[config.mk]
export PLATFORM = sky130hd
export DESIGN_NAME = tsv_mul
export DESIGN_NICKNAME = d
export VERILOG_FILES = /design/src/rtl/tsv_pkg.sv /design/src/rtl/tsv_mul.sv
export SDC_FILE = /design/constraint.sdc
export NUM_CORES = 1
export LEC_CHECK = 0
export ABC_CLOCK_PERIOD_IN_PS = 9500
export BUFFER_PORTS_ARGS = -buffer_cell sky130_fd_sc_hd__buf_2
export CAP_MARGIN = 10
export CORE_MARGIN = 3
export CORE_UTILIZATION = 48
export DETAILED_ROUTE_END_ITERATION = 10
export HOLD_SLACK_MARGIN = 0.15
export PLACE_DENSITY = 0.65
export SYNTH_ARGS = -nofsm -noshare
export SYNTH_HDL_FRONTEND = slang
export SYNTH_SLANG_ARGS = --single-unit
export TNS_END_PERCENT = 100
[constraint.sdc]
create_clock -name clk_i -period 9.5 [get_ports clk_i]
set_input_delay 1.9 -clock clk_i [delete_from_list [all_inputs] [get_ports clk_i]]
set_output_delay 1.9 -clock clk_i [all_outputs]
set_load 0.01 [all_outputs]
[src/rtl/tsv_pkg.sv]
`default_nettype none
package tsv_pkg;

  // Input command codes
  typedef enum logic [2:0] {
    CMD_TICK     = 3'd0,
    CMD_NOTE_ON  = 3'd1,
    CMD_NOTE_OFF = 3'd2,
    CMD_TRIGGER  = 3'd3,
    CMD_FADE     = 3'd4,
    CMD_HALT     = 3'd5,
    CMD_LOAD     = 3'd6,
    CMD_NOP      = 3'd7
  } cmd_e;

  // Voice states
  typedef enum logic [1:0] {
    V_IDLE = 2'd0,
    V_PLAY = 2'd1,
    V_FADE = 2'd2
  } voice_e;

  // Tick sequencer states
  typedef enum logic [2:0] {
    SEQ_IDLE  = 3'd0,
    SEQ_GAIN  = 3'd1,
    SEQ_LEFT  = 3'd2,
    SEQ_RIGHT = 3'd3,
    SEQ_DONE  = 3'd4
  } seq_e;

  // Configuration port geometry and register indexes
  localparam int unsigned CFG_IDX_W  = 4;
  localparam int unsigned CFG_DATA_W = 17;

  localparam logic [CFG_IDX_W-1:0] CFG_MODE      = 4'd0;
  localparam logic [CFG_IDX_W-1:0] CFG_TRIG_NOTE = 4'd1;
  localparam logic [CFG_IDX_W-1:0] CFG_OFFSET    = 4'd2;
  localparam logic [CFG_IDX_W-1:0] CFG_LENGTH    = 4'd3;
  localparam logic [CFG_IDX_W-1:0] CFG_FADE_IN   = 4'd4;
  localparam logic [CFG_IDX_W-1:0] CFG_FADE_OUT  = 4'd5;
  localparam logic [CFG_IDX_W-1:0] CFG_FADE_LEN  = 4'd6;
  localparam logic [CFG_IDX_W-1:0] CFG_GAIN      = 4'd7;

  // Mode flag bit positions
  localparam int unsigned MODE_LOOP    = 0;
  localparam int unsigned MODE_OFFSTOP = 1;
  localparam int unsigned MODE_RETRIG  = 2;

  // Fade level constants, Q1.15
  localparam logic [16:0] LEVEL_ONE = 17'd32768;
  localparam logic [16:0] LEVEL_END = 17'd3;

  // Multiplier geometry
  localparam int unsigned MUL_A_W = 32;
  localparam int unsigned MUL_B_W = 16;
  localparam int unsigned MUL_P_W = MUL_A_W + MUL_B_W;

  // Round magnitude product >> 29 to nearest (ties away), apply sign, saturate
  function automatic logic [15:0] round_sat(input logic [MUL_P_W-1:0] prod,
                                            input logic neg);
    logic [MUL_P_W:0] sum;
    logic [19:0]      r;
    logic [15:0]      mag;
    sum = {1'b0, prod} + (MUL_P_W+1)'(29'h1000_0000);
    r   = sum[MUL_P_W:29] ;
    if (neg) begin
      mag = (r > 20'd32768) ? 16'h8000 : r[15:0];
      return 16'(~mag + 16'd1);
    end
    return (r > 20'd32767) ? 16'h7FFF : r[15:0];
  endfunction

endpackage
`default_nettype wire

[src/rtl/tsv_mul.sv]
`default_nettype none
// Shared unsigned multiplier with registered product
module tsv_mul
  import tsv_pkg::*;
(
  input  wire logic               clk_i,
  input  wire logic               en_i,
  input  wire logic [MUL_A_W-1:0] a_i,
  input  wire logic [MUL_B_W-1:0] b_i,
  output logic      [MUL_P_W-1:0] prod_o
);

  always_ff @(posedge clk_i) begin
    if (en_i) begin
      prod_o <= MUL_P_W'(a_i) * MUL_P_W'(b_i);
    end
  end

endmodule
`default_nettype wire

==> load_flow_metrics.sql, run 1 <==
INSERT INTO impl_metrics (metric_group, metric, value, unit) VALUES
('run_status', 'run_status', 'finished clean', ''),
('clock_network', 'cts-htree-levels', '2', ''),
('grt', 'groute.usage.overall', '0.245', ''),
('route', 'post_drt_via_cell_ratio', '5.39', ''),
('sta', 'setup_tns', '0', 'ns'),
('synthesis', 'post_synth_num_cell_types', '51', ''),
('placed_design', 'port_buffers', '97', ''),
('sta', 'tightestPinTransition', '1.10', 'ns'),
('critical_path', 'critical_path.max_fanout', '32', ''),
('route', 'wirelength', '45.7', 'mm'),
('clock_network', 'cts-buffers-inserted', '5', ''),
('synthesis', 'async_set_or_reset_flop_fraction_in_the_synthesized_netlist', '0', ''),
('floorplan', 'die-width', '198', 'um'),
('floorplan', 'fp.dieArea', '39300', 'um^2'),
('floorplan', 'initial_core_utilization', '0.493', ''),
('layout', 'registers.top_by_ff_count', 'prod_o', ''),
('layout', 'multi_input_area', '14300', 'um^2'),
('clock_network', 'postCtsHoldBufs', '0', ''),
('critical_path', 'critical_path.startpoint_type', 'input port', ''),
('clock_network', 'postCtsSetupBuffers', '0', ''),
('route', 'ant_nets', '0', ''),
('critical_path', 'critical_path.cell_chain', 'buf_2 -> nand2_1 -> fa_1 -> inv_1 -> fa_1 -> inv_1 -> fa_1 -> inv_1 -> fa_1 -> fa_1 -> inv_1 -> fa_1 -> inv_1 -> ha_1 -> and3_1 -> nand2_1 -> o311ai_2 -> and4b_4 -> o22ai_4 -> o21ai_2 -> a21o_1 -> a21oi_2 -> xnor2_1', ''),
('layout', 'register_area', '1440', 'um^2'),
('layout', 'top_regs', 'prod_o: 48 flops', ''),
('grt', 'grt_pass1_vias', '14286', ''),
('grt', 'grt_antenna_before_repair', '2', ''),
('synthesis', 'synthCells', '1947', ''),
('grt', 'grt_first_pass_wirelength', '75.2', 'mm'),
('floorplan', 'fp.dieH', '198', 'um'),
('synthesis', 'synth.top_cell.area_share', '0.471', ''),
('placed_design', 'hpwlAfterDp', '35.6', 'mm'),
('layout', 'area_delta_synth_final', '4.92', '%'),
('clock_network', 'clock_sinks', '48', ''),
('floorplan', 'rows', '69', ''),
('clock_network', 'clockBufferDepth', '2', ''),
('clock_network', 'cts_tree', 'done', ''),
('critical_path', 'critPathKind', 'in2reg', ''),
('synthesis', 'yosys_warnings', '0', ''),
('grt', 'grt.met3_usage', '0.0383', ''),
('synthesis', 'synthTopCellsByArea', 'sky130_fd_sc_hd__fa_1 47%, sky130_fd_sc_hd__inv_1 9.5%, sky130_fd_sc_hd__ha_1 8.5%', ''),
('critical_path', 'timing.critical_path.slowest_stage_cell', 'sky130_fd_sc_hd__buf_2', ''),
('synthesis', 'synth-seq-cells', '48', ''),
('sta', 'period_needed', '8.18', 'ns'),
('layout', 'largest_register_ff_count', '48', ''),
('sta', 'worst_hold_slack', '2.23', 'ns'),
('grt', 'gr-usage-met1', '0.316', ''),
('critical_path', 'crit_required', '9.55', 'ns'),
('synthesis', 'synth_fp_nets', '2535', ''),
('sta', 'max-slew-margin-rel', '0.269', ''),
('grt', 'most_used_layer_global_route', 'met2', ''),
('synthesis', 'syn_area_per_cell', '9.12', 'um^2'),
('synthesis', 'synth_enable_flop_cells', '48', ''),
('sta', 'final_max_slew_viol_count', '0', ''),
('sta', 'timing.final.setup_violations', '0', ''),
('layout', 'finalNetCount', '2545', ''),
('route', 'detail_route.drc_violations', '0', ''),
('critical_path', 'data_arrival_critical_path', '8.23', 'ns'),
('grt', 'grt_start_max_net_pins', '49', ''),
('floorplan', 'coreArea', '36000', 'um^2'),
('layout', 'post_route_cells_drive_above_1_share', '0.0608', ''),
('route', 'route.vias.total', '13054', ''),
('grt', 'grt.met2_usage', '0.411', ''),
('route', 'wire_per_inst', '18.9', 'um'),
('route', 'drt_first_iter_violations', '812', ''),
('route', 'number_of_iterations_in_the_first_detailed_routing_pass', '5', ''),
('critical_path', 'cp_slowest_stage_delay', '0.60', 'ns'),
('placed_design', 'gp_congestion', '0.875', ''),
('grt', 'grt-ovfl-total', '0', ''),
('clock_network', 'clk_pin_slew_worst_paths', '0.07', 'ns'),
('clock_network', 'cts.root.buffer_cell', 'sky130_fd_sc_hd__clkbuf_16', ''),
('synthesis', 'yosys_most_used_dff', 'sky130_fd_sc_hd__edfxtp_1', '');
-- worst max-delay path: cells and delay by family --
kind	cells	cell delay [ns]
AOI/OAI and AO/OA	5	1.09
xor gates and xnor gates	1	0.12
buffers and inverters	6	0.85
adders and majority gates	7	3.43
and+or+nand+nor	4	0.81
-- layout make-up --
type                            instances  share of cell area
Timing Repair Buffer                   98              0.0265
Sequential cell                        48              0.0774
Antenna cell                            1            0.000134
Clock inverter                          3             0.00201
Multi-Input combinational cell       1355               0.766
Clock buffer                            5             0.00672
Inverter                              449              0.0905
Tap cell                              461              0.0310
-- cells in the mapped netlist, drive strengths merged (5+ instances only) --
cell type	count
inv	449
clkbuf	91
nor2b	6
fa	418
and3	6
ha	120
edfxtp	48
nand3	8
a21oi	53
nand4	10
a21o	18
xnor2	31
xor2	14
nor2	24
o21ai	29
o21bai	11
and2	216
nor3	5
nand2	333
a31oi	11
-- cell usage in the layout, fill, tap and decap left out, types with 3 or more instances in the layout --
cell / n
sky130_fd_sc_hd__and3_1: 5
sky130_fd_sc_hd__clkbuf_16: 5
sky130_fd_sc_hd__edfxtp_1: 48
sky130_fd_sc_hd__xnor2_1: 31
sky130_fd_sc_hd__a21o_1: 18
sky130_fd_sc_hd__nand2_1: 333
sky130_fd_sc_hd__o21a_1: 4
sky130_fd_sc_hd__nor2_1: 24
sky130_fd_sc_hd__ha_1: 120
sky130_fd_sc_hd__nor2b_1: 6
sky130_fd_sc_hd__nand2b_1: 4
sky130_fd_sc_hd__a21oi_1: 51
sky130_fd_sc_hd__o21ai_0: 27
sky130_fd_sc_hd__and2_1: 215
sky130_fd_sc_hd__nor4_1: 3
sky130_fd_sc_hd__a31o_2: 3
sky130_fd_sc_hd__buf_2: 97
sky130_fd_sc_hd__o21bai_1: 11
sky130_fd_sc_hd__nor3_1: 5
sky130_fd_sc_hd__nand4_1: 10
sky130_fd_sc_hd__fa_1: 418
sky130_fd_sc_hd__a31oi_1: 11
sky130_fd_sc_hd__inv_1: 449
sky130_fd_sc_hd__xor2_1: 14
sky130_fd_sc_hd__nand3_1: 8
-- path summary, 6_finish.rpt --
path,from,endpoint,slack (ns),cells after the start
worst max-delay path,b_i[7],prod_o[47]$_DFFE_PP_,1.32,23
worst min-delay path,a_i[0],prod_o[0]$_DFFE_PP_,2.23,2
-- kinds of logic after synthesis --
| logic type | count (synthesis) | share of synthesized area |
|---|---|---|
| fa+ha+maj | 538 | 0.556 |
| xor+xnor | 45 | 0.0222 |
| compound gates | 152 | 0.0571 |
| buf+inv | 544 | 0.115 |
| flops | 48 | 0.0812 |
| simple gates | 620 | 0.169 |
-- through the flow --
stage / utilization / instance area, um^2 / setup WS, ns / std cells
finish: 0.518 / 18600 / 1.32 / 2420
global route: 0.517 / 18600 / 1.00 / 2419
CTS: 0.517 / 18600 / 1.42 / 2419
detailed placement: 0.513 / 18500 / 1.10 / 2411
global placement: 0.513 / 18500 / 1.19 / 2411
floorplan: - / 17800 / 1.97 / 1947
-- layer usage --
metal	up-vias	part of all wire
met5	-	0
met2	425	0.49
met3	105	0.060
met4	0	0.052
li1	5754	-
met1	6770	0.40
Power of run 1 is left out: the tool's default activity adds up to more than one toggle a clock period on the data nets, which glitch-free logic cannot reach.
==> run 2: changes to the inputs <==
--- a/config.mk
+++ b/config.mk
@@ -5,14 +5,14 @@
 export SDC_FILE = /design/constraint.sdc
 export NUM_CORES = 1
 export LEC_CHECK = 0
-export ABC_CLOCK_PERIOD_IN_PS = 9500
+export ABC_CLOCK_PERIOD_IN_PS = 7500
 export BUFFER_PORTS_ARGS = -buffer_cell sky130_fd_sc_hd__buf_2
 export CAP_MARGIN = 10
 export CORE_MARGIN = 3
 export CORE_UTILIZATION = 48
 export DETAILED_ROUTE_END_ITERATION = 10
 export HOLD_SLACK_MARGIN = 0.15
-export PLACE_DENSITY = 0.65
+export PLACE_DENSITY = 0.68
 export SYNTH_ARGS = -nofsm -noshare
 export SYNTH_HDL_FRONTEND = slang
 export SYNTH_SLANG_ARGS = --single-unit
==> constraint.sdc (replaced) <==
create_clock -name clk_i -period 7.5 [get_ports clk_i]
set_input_delay 1.875 -clock clk_i [delete_from_list [all_inputs] [get_ports clk_i]]
set_output_delay 1.875 -clock clk_i [all_outputs]
set_load 0.01 [all_outputs]
==> run 2 against run 1 <==
Utilization increased by 5.1 points. Via count increased by 4.7%. Critical path depth decreased by 1. Die area unchanged. Cell area increased by 9.8%. Sequential share of layout area decreased by 0.69 points. First-iteration DRC count decreased by 15%. Non-clock buffer count increased by 205. Setup slack got worse by 1.1 ns. Hold slack got worse by 0.16 ns. Routed wire length decreased by 2.3%. Clock-buffer cell count unchanged.
==> load_flow_metrics.sql, run 2 (same netlist as run 1, synthesis figures left out) <==
INSERT INTO impl_metrics (metric_group, metric, value, unit) VALUES
('hold_path', 'min_delay_path_depth', '2', ''),
('grt', 'grt_antenna_before_repair', '0', ''),
('placed_design', 'hpwlAfterDp', '39.4', 'mm'),
('critical_path', 'critPathKind', 'in2reg', ''),
('critical_path', 'critical_path.max_fanout', '24', ''),
('critical_path', 'crit_required', '7.53', 'ns'),
('floorplan', 'rows', '69', ''),
('route', 'route.vias.total', '13667', ''),
('floorplan', 'fp.dieArea', '39300', 'um^2'),
('hold_path', 'hold_path_class', 'in2reg', ''),
('layout', 'largest_register_ff_count', '48', ''),
('route', 'post_drt_via_cell_ratio', '5.21', ''),
('sta', 'max-slew-margin-rel', '0.275', ''),
('critical_path', 'critical_path.startpoint_type', 'input port', ''),
('sta', 'final_min_period_over_clock_period', '0.975', ''),
('run', 'cap_violations', '0', ''),
('sta', 'fmax', '137', 'MHz'),
('layout', 'number_of_diodes_added_for_antenna_fixing', '0', ''),
('clock_network', 'cts_tree', 'done', ''),
('floorplan', 'coreArea', '36000', 'um^2'),
('sta', 'tightestPinTransition', '1.09', 'ns'),
('layout', 'core_utilization_of_the_finished_layout', '0.568', ''),
('floorplan', 'die-width', '198', 'um'),
('route', 'detailroute.wirelength.met2', '23.9', 'mm'),
('route', 'met3_length', '1.81', 'mm'),
('grt', 'groute.usage.overall', '0.239', ''),
('layout', 'layout.cells.most_common', 'sky130_fd_sc_hd__inv_1', ''),
('route', 'wl_met1', '17.5', 'mm'),
('route', 'detail_route.drc_violations', '0', ''),
('floorplan', 'fp.dieH', '198', 'um'),
('grt', 'grt_pass1_vias', '15320', ''),
('sta', 'report.final.hold_viol_count', '0', ''),
('clock_network', 'cts.root.buffer_cell', 'sky130_fd_sc_hd__clkbuf_16', ''),
('sta', 'timing.final.setup_violations', '0', ''),
('clock_network', 'clock_sinks', '48', ''),
('run_status', 'run_status', 'finished clean', ''),
('clock_network', 'cts-buffers-inserted', '5', ''),
('grt', 'grt_start_max_net_pins', '49', ''),
('hold_path', 'timing.hold.worst_endpoint', 'prod_o[0]$_DFFE_PP_', ''),
('grt', 'grt_first_pass_wirelength', '75.8', 'mm'),
('critical_path', 'data_arrival_critical_path', '7.34', 'ns'),
('critical_path', 'cp-end-kind', 'flip-flop', ''),
('clock_network', 'postCtsHoldBufs', '0', ''),
('layout', 'area_delta_synth_final', '15.2', '%'),
('placed_design', 'gp_congestion', '0.943', ''),
('route', 'wire_per_inst', '17.0', 'um'),
('floorplan', 'pin_count', '98', ''),
('sta', 'final_max_slew_viol_count', '0', ''),
('critical_path', 'worstSetupStartpoint', 'b_i[4]', ''),
('layout', 'most-common-layout-cells', '449 x sky130_fd_sc_hd__inv_1, 416 x sky130_fd_sc_hd__fa_1, 332 x sky130_fd_sc_hd__nand2_1, 215 x sky130_fd_sc_hd__and2_1, 214 x sky130_fd_sc_hd__buf_4', ''),
('hold_path', 'source_of_the_worst_hold_timing_path', 'a_i[0]', ''),
('sta', 'period_needed', '7.31', 'ns'),
('route', 'ant_nets', '0', ''),
('layout', 'post_route_cells_drive_above_1_share', '0.160', ''),
('layout', 'registers.top_by_ff_count', 'prod_o', ''),
('clock_network', 'cts-htree-levels', '2', ''),
('route', 'drt_first_iter_violations', '687', ''),
('clock_network', 'clockBufferDepth', '2', ''),
('grt', 'grt-ovfl-total', '0', ''),
('route', 'wirelength', '44.6', 'mm'),
('layout', 'finalNetCount', '2750', ''),
('route', 'number_of_iterations_in_the_first_detailed_routing_pass', '5', ''),
('clock_network', 'clk_pin_slew_worst_paths', '0.07', 'ns'),
('floorplan', 'initial_core_utilization', '0.493', ''),
('placed_design', 'port_buffers', '97', ''),
('layout', 'top_regs', 'prod_o: 48 flops', ''),
('route', 'highest-signal-layer', 'met4', '');
-- run 2: changes by cell type in the layout (fill, tap and decap cells not counted), sizes merged --
| cell | change |
|---|---|
| diode | -1 |
| buf | +201 |
| clkbuf | +4 |
| clkinvlp | +1 |
| clkinv | -1 |
| bufinv | -1 |
| inv | +1 |
-- run 2: per-layer routing --
layer	vias up	track usage
li1	6170	-
met1	7035	0.295
met2	360	0.443
met3	102	0.0265
met4	0	0.0697
met5	-	0
-- run 2: final cells by class --
cell class | count | area (um^2)
sequential | 48 | 1440
multi-input combinational | 1355 | 14400
timing repair buffer | 303 | 2160
clock inverter | 3 | 21.3
tap | 461 | 577
inverter | 449 | 1690
clock buffer | 5 | 125
fill | 3165 | 15500
-- run 2: per-stage QoR --
| step | std cells | TNS, ns | cell area, um^2 | worst slack [ns] | hold WS, ns |
|---|---|---|---|---|---|
| 4_1_cts | 2623 | 0 | 20300 | 0.00475 | 2.06 |
| 3_3_place_gp | 2615 | -2.92 | 20100 | -0.352 | 2.29 |
| 6_report | 2624 | 0 | 20500 | 0.191 | 2.07 |
| 3_5_place_dp | 2615 | -5.05 | 20100 | -0.504 | 2.29 |
| 2_1_floorplan | 1947 | 0 | 17800 | 0.00516 | 1.99 |
| 5_1_grt | 2624 | -0.0341 | 20500 | -0.0183 | 2.07 |
-- run 2: worst max path at each step --
stage / endpoint / slack [ns] / depth (start not counted)
finish: prod_o[38]$_DFFE_PP_ / 0.19 / 22
global route: prod_o[28]$_DFFE_PP_ / -0.02 / 20
CTS: prod_o[38]$_DFFE_PP_ / 0.005 / 22
detailed placement: prod_o[42]$_DFFE_PP_ / -0.50 / 22
global placement: prod_o[42]$_DFFE_PP_ / -0.35 / 22
floorplan: prod_o[47]$_DFFE_PP_ / 0.005 / 24
-- run 2: worst max-delay path: stages --
cell,delay [ns]
sky130_fd_sc_hd__buf_4,0.20
sky130_fd_sc_hd__and2_1,0.20
sky130_fd_sc_hd__fa_1,0.55
sky130_fd_sc_hd__inv_1,0.05
sky130_fd_sc_hd__fa_1,0.46
sky130_fd_sc_hd__fa_1,0.52
sky130_fd_sc_hd__inv_1,0.06
sky130_fd_sc_hd__fa_1,0.50
sky130_fd_sc_hd__fa_1,0.50
sky130_fd_sc_hd__inv_1,0.05
sky130_fd_sc_hd__fa_1,0.47
sky130_fd_sc_hd__inv_1,0.04
sky130_fd_sc_hd__ha_1,0.31
sky130_fd_sc_hd__buf_4,0.15
sky130_fd_sc_hd__o21ai_0,0.15
sky130_fd_sc_hd__nand2b_1,0.08
sky130_fd_sc_hd__a31o_2,0.27
sky130_fd_sc_hd__o31ai_4,0.30
sky130_fd_sc_hd__o41ai_4,0.12
sky130_fd_sc_hd__a21boi_2,0.20
sky130_fd_sc_hd__o21bai_1,0.11
sky130_fd_sc_hd__xor2_1,0.17
-- run 2: timing repair --
| action | CTS | global route |
|---|---|---|
| gates resized for setup | 23 | 32 |
| pin swaps | 2 | 5 |
| buffers inserted | 0 | 1 |
| gates cloned | 0 | 0 |
| endpoints found under the setup margin | 4 | 18 |
Power of run 2 is left out for the same reason.
==> run 3: changes to the inputs <==
--- a/config.mk
+++ b/config.mk
@@ -8,11 +8,14 @@
 export ABC_CLOCK_PERIOD_IN_PS = 7500
 export BUFFER_PORTS_ARGS = -buffer_cell sky130_fd_sc_hd__buf_2
 export CAP_MARGIN = 10
+export CELL_PAD_IN_SITES_DETAIL_PLACEMENT = 1
+export CELL_PAD_IN_SITES_GLOBAL_PLACEMENT = 2
 export CORE_MARGIN = 3
-export CORE_UTILIZATION = 48
+export CORE_UTILIZATION = 37
+export CTS_CLUSTER_SIZE = 8
 export DETAILED_ROUTE_END_ITERATION = 10
 export HOLD_SLACK_MARGIN = 0.15
-export PLACE_DENSITY = 0.68
+export PLACE_DENSITY_LB_ADDON = 0.1
 export SYNTH_ARGS = -nofsm -noshare
 export SYNTH_HDL_FRONTEND = slang
 export SYNTH_SLANG_ARGS = --single-unit
==> run 3 against run 2 <==
Setup slack lost 0.048 ns. Cell area grew 4.4%. Critical path depth grew 1. Routed wire length grew 19%. Non-clock buffer count grew 50. Utilization shrank 11 points. Final cell count grew 7.5%. Via count grew 0.29%. Maximum frequency shrank 0.65%. Critical path type unchanged. Critical endpoint is now prod_o[47]$_DFFE_PP_.
==> load_flow_metrics.sql, run 3 (same netlist as run 1, synthesis figures left out) <==
INSERT INTO impl_metrics (metric_group, metric, value, unit) VALUES
('run_status', 'run_status', 'finished clean', ''),
('clock_network', 'clockBufferDepth', '2', ''),
('sta', 'report.final.hold_viol_count', '0', ''),
('grt', 'grt_antenna_before_repair', '1', ''),
('route', 'met3_length', '919', 'um'),
('grt', 'grt-ovfl-total', '0', ''),
('clock_network', 'clk_pin_slew_worst_paths', '0.07', 'ns'),
('critical_path', 'cp-end-kind', 'flip-flop', ''),
('route', 'drt_first_iter_violations', '385', ''),
('grt', 'grt_pass1_vias', '16191', ''),
('layout', 'post_route_cells_drive_above_1_share', '0.190', ''),
('critical_path', 'critical_path.max_fanout', '10', ''),
('sta', 'fmax', '136', 'MHz'),
('route', 'wirelength', '53.2', 'mm'),
('clock_network', 'clock_sinks', '48', ''),
('placed_design', 'port_buffers', '97', ''),
('floorplan', 'coreArea', '47000', 'um^2'),
('placed_design', 'hpwlAfterDp', '47.4', 'mm'),
('floorplan', 'fp.dieH', '225', 'um'),
('layout', 'finalNetCount', '2800', ''),
('clock_network', 'cts_tree', 'done', ''),
('route', 'detail_route.drc_violations', '0', ''),
('route', 'detailroute.wirelength.met2', '29.2', 'mm'),
('sta', 'final_max_slew_viol_count', '0', ''),
('critical_path', 'critPathKind', 'in2reg', ''),
('layout', 'layout.cells.most_common', 'sky130_fd_sc_hd__inv_1', ''),
('placed_design', 'place.detailed.instances', '2806', ''),
('route', 'wire_per_inst', '18.9', 'um'),
('layout', 'most-common-layout-cells', '449 x sky130_fd_sc_hd__inv_1, 414 x sky130_fd_sc_hd__fa_1, 332 x sky130_fd_sc_hd__nand2_1, 240 x sky130_fd_sc_hd__buf_4, 215 x sky130_fd_sc_hd__and2_1', ''),
('grt', 'groute.usage.overall', '0.218', ''),
('layout', 'number_of_diodes_added_for_antenna_fixing', '0', ''),
('placed_design', 'gp_congestion', '0.852', ''),
('sta', 'timing.final.setup_violations', '0', ''),
('layout', 'largest_register_ff_count', '48', ''),
('floorplan', 'rows', '79', ''),
('layout', 'top_regs', 'prod_o: 48 flops', ''),
('sta', 'worst_hold_slack', '2.22', 'ns'),
('layout', 'core_utilization_of_the_finished_layout', '0.455', ''),
('hold_path', 'source_of_the_worst_hold_timing_path', 'a_i[0]', ''),
('sta', 'final_min_period_over_clock_period', '0.981', ''),
('layout', 'area_delta_synth_final', '20.2', '%'),
('sta', 'period_needed', '7.36', 'ns'),
('route', 'ant_nets', '0', ''),
('run', 'cap_violations', '0', ''),
('hold_path', 'timing.hold.worst_endpoint', 'prod_o[0]$_DFFE_PP_', ''),
('route', 'route.vias.total', '13706', ''),
('hold_path', 'min_delay_path_depth', '3', ''),
('clock_network', 'cts-htree-levels', '2', ''),
('layout', 'layout.cells.non_filler', '2820', ''),
('grt', 'grt_first_pass_wirelength', '87.1', 'mm'),
('floorplan', 'initial_core_utilization', '0.378', ''),
('route', 'post_drt_via_cell_ratio', '4.86', ''),
('critical_path', 'data_arrival_critical_path', '7.41', 'ns'),
('sta', 'tightestPinTransition', '1.17', 'ns'),
('floorplan', 'die-width', '225', 'um'),
('clock_network', 'cts.root.buffer_cell', 'sky130_fd_sc_hd__clkbuf_16', ''),
('grt', 'grt_start_max_net_pins', '49', ''),
('clock_network', 'cts-buffers-inserted', '5', ''),
('layout', 'registers.top_by_ff_count', 'prod_o', ''),
('route', 'number_of_iterations_in_the_first_detailed_routing_pass', '4', ''),
('critical_path', 'critical_path.startpoint_type', 'input port', ''),
('floorplan', 'fp.dieArea', '50700', 'um^2'),
('hold_path', 'hold_path_class', 'in2reg', ''),
('sta', 'max-slew-margin-rel', '0.220', ''),
('route', 'wl_met1', '22.3', 'mm'),
('route', 'highest-signal-layer', 'met4', ''),
('layout', 'fillers', '5437', ''),
('critical_path', 'crit_required', '7.55', 'ns'),
('floorplan', 'pin_count', '98', '');
==> run 3: layout make-up <==
type	count	area [um^2]	area share
Clock buffer	5	125	0.00586
Clock inverter	3	68.8	0.00322
Inverter	449	1690	0.0789
Multi-Input combinational cell	1355	14600	0.682
Sequential cell	48	1440	0.0675
Tap cell	607	759	0.0356
Timing Repair Buffer	353	2710	0.127
==> run 3: what timing repair did <==
| action | in CTS | in global routing |
|---|---|---|
| gates resized for setup | 17 | 78 |
| setup buffers | 2 | 4 |
| endpoints found under the setup margin | 15 | 19 |
| hold buffers | 0 | 0 |
| pin swaps | 8 | 19 |
| cloned | 0 | 0 |
==> run 3: how the worst max path moves through the flow <==
stage                  from              endpoint  slack [ns]  depth (start not counted)
finish               a_i[8]  prod_o[47]$_DFFE_PP_        0.14                         23
global route         a_i[8]  prod_o[47]$_DFFE_PP_       -0.04                         23
CTS                 b_i[12]  prod_o[47]$_DFFE_PP_      0.0006                         21
detailed placement   b_i[3]  prod_o[28]$_DFFE_PP_       -0.58                         20
global placement     b_i[4]  prod_o[42]$_DFFE_PP_       -0.48                         22
floorplan            a_i[7]  prod_o[47]$_DFFE_PP_       0.005                         24
==> run 3: worst max-delay path, stage by stage <==
cell and delay [ns]:
sky130_fd_sc_hd__clkbuf_4 0.19, sky130_fd_sc_hd__and2_1 0.20, sky130_fd_sc_hd__fa_1 0.54, sky130_fd_sc_hd__inv_1 0.06, sky130_fd_sc_hd__fa_1 0.46, sky130_fd_sc_hd__fa_1 0.52
sky130_fd_sc_hd__inv_1 0.06, sky130_fd_sc_hd__fa_1 0.50, sky130_fd_sc_hd__fa_1 0.51, sky130_fd_sc_hd__inv_1 0.06, sky130_fd_sc_hd__fa_1 0.48, sky130_fd_sc_hd__inv_1 0.06
sky130_fd_sc_hd__ha_4 0.23, sky130_fd_sc_hd__buf_4 0.15, sky130_fd_sc_hd__a21o_1 0.19, sky130_fd_sc_hd__a31oi_2 0.22, sky130_fd_sc_hd__o311ai_4 0.17, sky130_fd_sc_hd__and4b_4 0.25
sky130_fd_sc_hd__o22ai_4 0.19, sky130_fd_sc_hd__o21ai_4 0.10, sky130_fd_sc_hd__a21o_1 0.19, sky130_fd_sc_hd__a21oi_2 0.14, sky130_fd_sc_hd__xnor2_1 0.07
==> run 3: layer usage <==
metal	global-route usage	up-vias
met5	0	-
met3	0.0141	47
met4	0.0326	0
met2	0.422	156
li1	-	6259
met1	0.273	7244
==> run 3: through the flow <==
stage	worst slack, ns	setup TNS [ns]	area, um^2
after floorplan	0.00516	0	17800
after detailed placement	-0.585	-8.85	20700
after CTS	0.000631	0	21000
final	0.143	0	21400
after global placement	-0.479	-6.62	20700
after global routing	-0.0414	-0.0766	21400
Power of run 3 is left out for the same reason.
